`config.mk`:
```
export PLATFORM = sky130hd
export DESIGN_NAME = binary64_add_sub_flat
export DESIGN_NICKNAME = d
export VERILOG_FILES = /design/src/hw/rtl/bas_pkg.sv /design/src/hw/rtl/bas_stream_if.sv /design/src/hw/rtl/binary64_add_sub.sv /design/src/flat_wrapper.sv
export SDC_FILE = /design/constraint.sdc
export NUM_CORES = 2
export LEC_CHECK = 0
export BUFFER_PORTS_ARGS = -buffer_cell sky130_fd_sc_hd__clkbuf_2
export CORE_MARGIN = 1.5
export CORE_UTILIZATION = 57
export DETAILED_ROUTE_END_ITERATION = 10
export PLACE_DENSITY = 0.78
export SYNTH_ARGS = -nofsm -noshare
export SYNTH_HDL_FRONTEND = slang
export SYNTH_SLANG_ARGS = --single-unit
```
`constraint.sdc`:
```
create_clock -name clock -period 25.5 [get_ports clock]
set_input_delay 5.1 -clock clock [delete_from_list [all_inputs] [get_ports clock]]
set_output_delay 5.1 -clock clock [all_outputs]
set_load 0.01 [all_outputs]
```
`src/hw/rtl/bas_pkg.sv`:
```
package bas_pkg;

   localparam logic [63:0] SGN_BIT  = 64'h8000000000000000;
   localparam logic [63:0] EXP_MASK = 64'h7FF0000000000000;
   localparam logic [63:0] FRC_MASK = 64'h000FFFFFFFFFFFFF;
   localparam logic [63:0] QNAN_BIT = 64'h0008000000000000;
   localparam logic [10:0] EXP_MAX  = 11'h7FF;

   typedef struct packed {
      logic        op;
      logic [63:0] a_bits;
      logic [63:0] b_bits;
   } req_type;

   typedef struct packed {
      logic [63:0] sum_bits;
   } rsp_type;

endpackage

```
`src/hw/rtl/bas_stream_if.sv`:
```
interface bas_req_if;
   logic             valid;
   logic             ready;
   bas_pkg::req_type data;
   modport source (output valid, output data, input ready);
   modport sink   (input valid, input data, output ready);
endinterface

interface bas_rsp_if;
   logic             valid;
   logic             ready;
   bas_pkg::rsp_type data;
   modport source (output valid, output data, input ready);
   modport sink   (input valid, input data, output ready);
endinterface

```
`src/hw/rtl/binary64_add_sub.sv`:
```
// Pipelined binary64 adder and subtractor, round to nearest even. One operand
// pair is taken per cycle while the output is not stalled, and each result
// passes through four register stages: operand swap and alignment, the
// significand add, leading-zero normalization, and rounding. A stalled
// output holds the whole pipeline, so back pressure costs no items.
module binary64_add_sub (
   input  logic  clock,
   input  logic  reset,
   bas_req_if.sink   req,
   bas_rsp_if.source rsp
);

   logic adv;
   logic [3:0] vld_ff;
   assign adv = !vld_ff[3] || rsp.ready;
   assign req.ready = adv;

   // Stage 1: special cases, swap, alignment.
   logic [63:0] a, b, x, y;
   logic        sp1_in, sx, sy;
   logic [63:0] spv1_in;
   logic [10:0] ex, ey, d;
   logic [55:0] mx, my, sm;
   logic [55:0] mx1_ff, sm1_ff;
   logic        sub1_ff, sp1_ff, sgn1_ff, zs1_ff;
   logic [10:0] ex1_ff;
   logic [63:0] spv1_ff;
   logic        an, bn, ai, bi;

   always_comb begin
      a = req.data.a_bits;
      b = req.data.b_bits ^ (req.data.op ? bas_pkg::SGN_BIT : 64'd0);
      an = (a[62:52] == bas_pkg::EXP_MAX) && (a[51:0] != 52'd0);
      bn = (b[62:52] == bas_pkg::EXP_MAX) && (b[51:0] != 52'd0);
      ai = a[62:0] == bas_pkg::EXP_MASK[62:0];
      bi = b[62:0] == bas_pkg::EXP_MASK[62:0];
      sp1_in = 1'b1;
      priority if (an) spv1_in = a | bas_pkg::QNAN_BIT;
      else if (bn) spv1_in = b | bas_pkg::QNAN_BIT;
      else if (ai && bi && (a[63] != b[63]))
         spv1_in = bas_pkg::EXP_MASK | bas_pkg::QNAN_BIT;
      else if (ai) spv1_in = a;
      else if (bi) spv1_in = b;
      else begin
         spv1_in = 64'd0;
         sp1_in = 1'b0;
      end
      if (b[62:0] > a[62:0]) begin
         x = b; y = a;
      end else begin
         x = a; y = b;
      end
      sx = x[63];
      sy = y[63];
      ex = (x[62:52] == 11'd0) ? 11'd1 : x[62:52];
      ey = (y[62:52] == 11'd0) ? 11'd1 : y[62:52];
      mx = {x[62:52] != 11'd0, x[51:0], 3'b000};
      my = {y[62:52] != 11'd0, y[51:0], 3'b000};
      d = ex - ey;
      if (d >= 11'd58) sm = {55'd0, my != 56'd0};
      else sm = (my >> d[5:0]) | {55'd0, (my & ((56'd1 << d[5:0]) - 56'd1)) != 56'd0};
   end

   always_ff @(posedge clock) begin
      if (adv) begin
         mx1_ff <= mx;
         sm1_ff <= sm;
         sub1_ff <= sx != sy;
         sp1_ff <= sp1_in;
         spv1_ff <= spv1_in;
         sgn1_ff <= sx;
         zs1_ff <= sx & sy;
         ex1_ff <= ex;
      end
   end

   // Stage 2: add.
   logic [56:0] r2_ff;
   logic        sp2_ff, sgn2_ff, zs2_ff;
   logic [63:0] spv2_ff;
   logic [10:0] ex2_ff;
   always_ff @(posedge clock) begin
      if (adv) begin
         r2_ff <= sub1_ff ? ({1'b0, mx1_ff} - {1'b0, sm1_ff})
                          : ({1'b0, mx1_ff} + {1'b0, sm1_ff});
         sp2_ff <= sp1_ff;
         spv2_ff <= spv1_ff;
         sgn2_ff <= sgn1_ff;
         zs2_ff <= zs1_ff;
         ex2_ff <= ex1_ff;
      end
   end

   // Stage 3: normalize.
   logic [55:0] r3_in, r3_ff;
   logic [11:0] e3_in, e3_ff;
   logic [5:0]  lz;
   logic [11:0] sh;
   logic        sp3_ff, zero3_ff;
   logic [63:0] spv3_ff;
   logic        sgn3_ff, zs3_ff;

   always_comb begin
      lz = 6'd56;
      sh = 12'd0;
      for (int i = 0; i <= 55; i++) begin
         if (r2_ff[i]) lz = 6'(55 - i);
      end
      if (r2_ff[56]) begin
         r3_in = r2_ff[56:1] | {55'd0, r2_ff[0]};
         e3_in = {1'b0, ex2_ff} + 12'd1;
      end else begin
         sh = {6'd0, lz};
         if (sh > {1'b0, ex2_ff} - 12'd1) sh = {1'b0, ex2_ff} - 12'd1;
         r3_in = r2_ff[55:0] << sh[5:0];
         e3_in = {1'b0, ex2_ff} - sh;
      end
   end

   always_ff @(posedge clock) begin
      if (adv) begin
         r3_ff <= r3_in;
         e3_ff <= e3_in;
         sp3_ff <= sp2_ff;
         spv3_ff <= spv2_ff;
         sgn3_ff <= sgn2_ff;
         zs3_ff <= zs2_ff;
         zero3_ff <= r2_ff == 57'd0;
      end
   end

   // Stage 4: round and pack.
   logic [53:0] q;
   logic [11:0] e4;
   logic [63:0] res_in, res_ff;
   always_comb begin
      q = {1'b0, r3_ff[55:3]};
      if (r3_ff[2] && ((r3_ff[1:0] != 2'd0) || r3_ff[3])) q = q + 54'd1;
      e4 = e3_ff;
      if (q[53]) begin
         q = q >> 1;
         e4 = e4 + 12'd1;
      end
      priority if (sp3_ff) res_in = spv3_ff;
      else if (zero3_ff) res_in = {zs3_ff, 63'd0};
      else if (e4 >= 12'h7FF) res_in = {sgn3_ff, bas_pkg::EXP_MASK[62:0]};
      else res_in = {sgn3_ff, q[52] ? e4[10:0] : 11'd0, q[51:0]};
   end

   always_ff @(posedge clock) begin
      if (reset) vld_ff <= 4'd0;
      else if (adv) vld_ff <= {vld_ff[2:0], req.valid};
      if (adv) res_ff <= res_in;
   end

   assign rsp.valid = vld_ff[3];
   assign rsp.data.sum_bits = res_ff;

   a_hold: assert property (@(posedge clock) disable iff (reset)
      rsp.valid && !rsp.ready |=> rsp.valid && $stable(res_ff))
      else $error("result changed under stall");
   a_take: assert property (@(posedge clock) disable iff (reset)
      req.valid && req.ready |=> vld_ff[0])
      else $error("accepted item lost");
   a_norm: assert property (@(posedge clock) disable iff (reset)
      vld_ff[2] && !sp3_ff && !zero3_ff |-> r3_ff[55] || (e3_ff == 12'd1))
      else $error("normalization slip");

endmodule
```
`src/flat_wrapper.sv`:
```
// flat-port wrapper written by rule: the top's interface ports become plain ports
module binary64_add_sub_flat 
  (clock, reset, req_valid, req_data, req_ready, rsp_valid, rsp_data, rsp_ready);
  bas_req_if req_i ();
  bas_rsp_if rsp_i ();
  input  logic clock;
  input  logic reset;
  input wire logic [$bits(req_i.valid)-1:0] req_valid;
  input wire logic [$bits(req_i.data)-1:0] req_data;
  output wire logic [$bits(req_i.ready)-1:0] req_ready;
  output wire logic [$bits(rsp_i.valid)-1:0] rsp_valid;
  output wire logic [$bits(rsp_i.data)-1:0] rsp_data;
  input wire logic [$bits(rsp_i.ready)-1:0] rsp_ready;
  assign req_i.valid = req_valid;
  assign req_i.data = req_data;
  assign req_ready = req_i.ready;
  assign rsp_valid = rsp_i.valid;
  assign rsp_data = rsp_i.data;
  assign rsp_i.ready = rsp_ready;
  binary64_add_sub u_core (.clock(clock), .reset(reset), .req(req_i), .rsp(rsp_i));
endmodule
```
==> qor.yml <==
async_reset_ff_share_pct: 0
yosysWarningCount: 0
min_period_over_period_pct: 51.04
holdPathStages: 0
vdd_drop_max_mv: 0.07610
io_buffers: 198
reg2reg_from: "u_core.r2_ff[1]"
holdCritStartpoint: "u_core.spv2_ff[46]"
ys.flop_type: "edfxtp_1"
cts_buffers: 55
fmax_mhz: 76.83
cts_tree: "yes"
pre_cts_ws_ps: 12150
synth_mux_area_share_pct: 10.08
syn_nets: 4411
setup-violations-final: 0
nFillCells: 5568
end_kind: "flop"
r2r_slack_ps: 17400
synth.yosys.seq_area_share_pct: 40.24
antenna_found_initial: 12
cp.required_ps: 25970
worstSkewPairLatency_ps: 660
totalWireLength_um: 156800
syn_to_final_growth_pct: 8.954
place_inst: 4954
maxCapViolations: 0
avgSynthCellArea_um2: 9.631
p_clk_share_pct: 17.1
p_sw_mw: 2.248
grt_pass1_wl_um: 224600
cpPeakStageDelay_ps: 880
tns_ps: 0
via_per_inst: 7.180
grt_overflow: 0
p_seq_share_pct: 31.5
layout_commonest_cell: "edfxtp_1"
dr.pass1.iters: 9
synth_compound_area_share_pct: 20.86
internal_power_mw: 2.477
p_sw_share_pct: 47.57
syn-cell-area_um2: 39230
cts-resized-gates: 0
place_hpwl_um: 118400
utilization_pct: 63.19
clockBufferDepth: 3
power.total_mw: 4.725
clock-sinks: 527
drc: 0
final_cells: 5063
die_w_um: 265.3
hold-path-endpoint: "u_core.spv3_ff[46]"
die_height_um: 265.3
crit_type: "in2reg"
layout_common_cells: "edfxtp_1, nand2_1, nor2_1"
synth-seq-cells: 527
rows: 95
synthCells: 4073
power.density_nw_per_um2: 110.6
min_path_type: "reg2reg"
cts_max_level: 2
clkTransAtPathRegs_ps: 60
p_comb_share_pct: 51.4
finalMaxSlewViolations: 0
synthAdderAreaFrac_pct: 6.596
slew-limit-headroom_pct: 17.37
synth_top_family_by_area: "compound AO/OA/AOI/OAI gates"
status: "completed"
gp_congestion: 1.085
synth_edf_count: 523
leakagePower_nw: 17.19
hold_viol: 0
finalNetCount: 4477
critical_path_arrival_ps: 13480
grt_usage_pct: 43.62
tightest_slew_ps: 1208
vias: 36350
rsz0062_at_grt: "false"
startpoint_type: "input pin"
ant_nets: 0
slowest_stage: "nor2_1"
grt_start_max_net_pins: 156
finalClockSkew_ps: 63.43
drive_above_1_share_pct: 12.24
setup_ws_ps: 12480
drt_iter0_drc: 6026
reg2reg_depth: 31
critPathMostFrequentCell: "nor2_1"
final.min_clock_period_ps: 13020
grt_pass1_vias: 33200
critPathMaxFanout: 57
detail_route.wl_per_cell_um: 30.97
synthXorXnorAreaFrac_pct: 3.081
cts_hold_buf: 0
yosys.area_share.simple_pct: 14.33
root_buffer: "clkbuf_16"
ios: 199
r2r_end: "u_core.e3_ff[11]"
dieArea_um2: 70400
post-cts-setup-buffers: 0
start_util_pct: 58.00
core_area_um2: 67630
synth_cell_type_count: 94
-- kinds of logic after synthesis --
family / count (synthesis)
XOR/XNOR: 138
multiplexers: 297
buffers and inverters: 477
AND/OR/NAND/NOR: 1203
flip-flops: 527
AO/OA/AOI/OAI: 1226
adder cells (fa/ha/maj): 205
-- state kept, by name (all words and copies together), names as in the netlist, 4 cells and up --
name and count:
u_core.e3_ff 12, u_core.ex1_ff 11, u_core.ex2_ff 11, u_core.mx1_ff 53
u_core.r2_ff 57, u_core.r3_ff 56, u_core.rsp.data 64, u_core.sm1_ff 56
u_core.spv1_ff 64, u_core.spv2_ff 64, u_core.spv3_ff 64, u_core.vld_ff 4
-- power groups by stage --
stage	Clock (mW)	Sequential [mW]	Combinational, mW
floorplan	0	1.37	1.50
global placement	0	1.48	2.30
detailed placement	0	1.48	2.29
CTS	0.810	1.47	2.31
global route	0.841	1.49	2.52
finish	0.806	1.49	2.43
-- worst max-delay path by stage --
stage,startpoint,to,slack [ps]
4_1_cts,req_data[107],u_core.sm1_ff[10],12790
2_1_floorplan,rsp_ready,req_ready,860
3_5_place_dp,req_data[107],u_core.sm1_ff[18],12150
6_report,req_data[107],u_core.sm1_ff[10],12480
3_3_place_gp,req_data[107],u_core.sm1_ff[18],12300
5_1_grt,req_data[107],u_core.sm1_ff[8],12000
-- through the flow --
stage | hold slack [ps] | cell area, µm²
6_report | 386.1 | 42740
5_1_grt | 401.1 | 42720
4_1_cts | 386.5 | 42710
3_5_place_dp | 404.5 | 40880
3_3_place_gp | 400.1 | 40880
2_1_floorplan | 400.3 | 39230
-- synth_stat cells, drive strengths merged (15+ instances only) --
cell	instances	area, µm²
ha	202	2527
a221oi	22	198.9
a31oi	39	244.0
xor2	49	429.2
o21bai	37	277.8
a21o	36	270.3
nor4	60	381.6
nand2b	41	256.5
nor2b	17	106.4
a21oi	254	1282
nor3	86	430.4
xnor2	89	779.5
o21a	26	195.2
o21ai	318	1592
a22oi	43	322.8
nand3	96	480.5
buf	59	314.1
and2	22	137.6
or3	16	100.1
inv	226	850.8
o221ai	21	183.9
mux4	74	1667
nor2	335	1257
o31ai	26	195.2
a22o	99	867.1
o22ai	32	200.2
a211oi	55	422.9
mux2i	180	1802
a211o	15	131.4
and3	33	206.5
nand4	57	356.6
a21boi	15	112.6
edfxtp	523	15710
o211ai	40	305.3
nand2	384	1459
clkbuf	189	709.4
mux2	43	484.2
-- layout make-up --
class | count | area (µm²) | area share [%]
Tap cell | 873 | 1092 | 2.556
Multi-Input combinational cell | 3069 | 21700 | 50.77
Sequential cell | 527 | 15790 | 36.94
Antenna cell | 6 | 15.01 | 0.03513
Timing Repair Buffer | 258 | 1454 | 3.402
Clock buffer | 60 | 1395 | 3.264
Clock inverter | 42 | 437.9 | 1.025
Inverter | 228 | 858.3 | 2.008
-- routing by layer --
layer / track usage (%) / routed length (µm) / vias up
met4: 30.44 / 14050 / 6
met1: 56.29 / 56780 / 17290
met2: 64.96 / 67070 / 2758
li1: - / - / 15630
met5: 0 / 33 / -
met3: 10.29 / 18840 / 670
-- critical path: cells and delay by family --
family,cells,cell delay (ps)
buffers and inverters,6,1450
adder cells (fa/ha/maj),3,1030
AO/OA/AOI/OAI,6,1610
AND/OR/NAND/NOR,14,4190
Note: power is estimated with default switching activity, not from simulation.
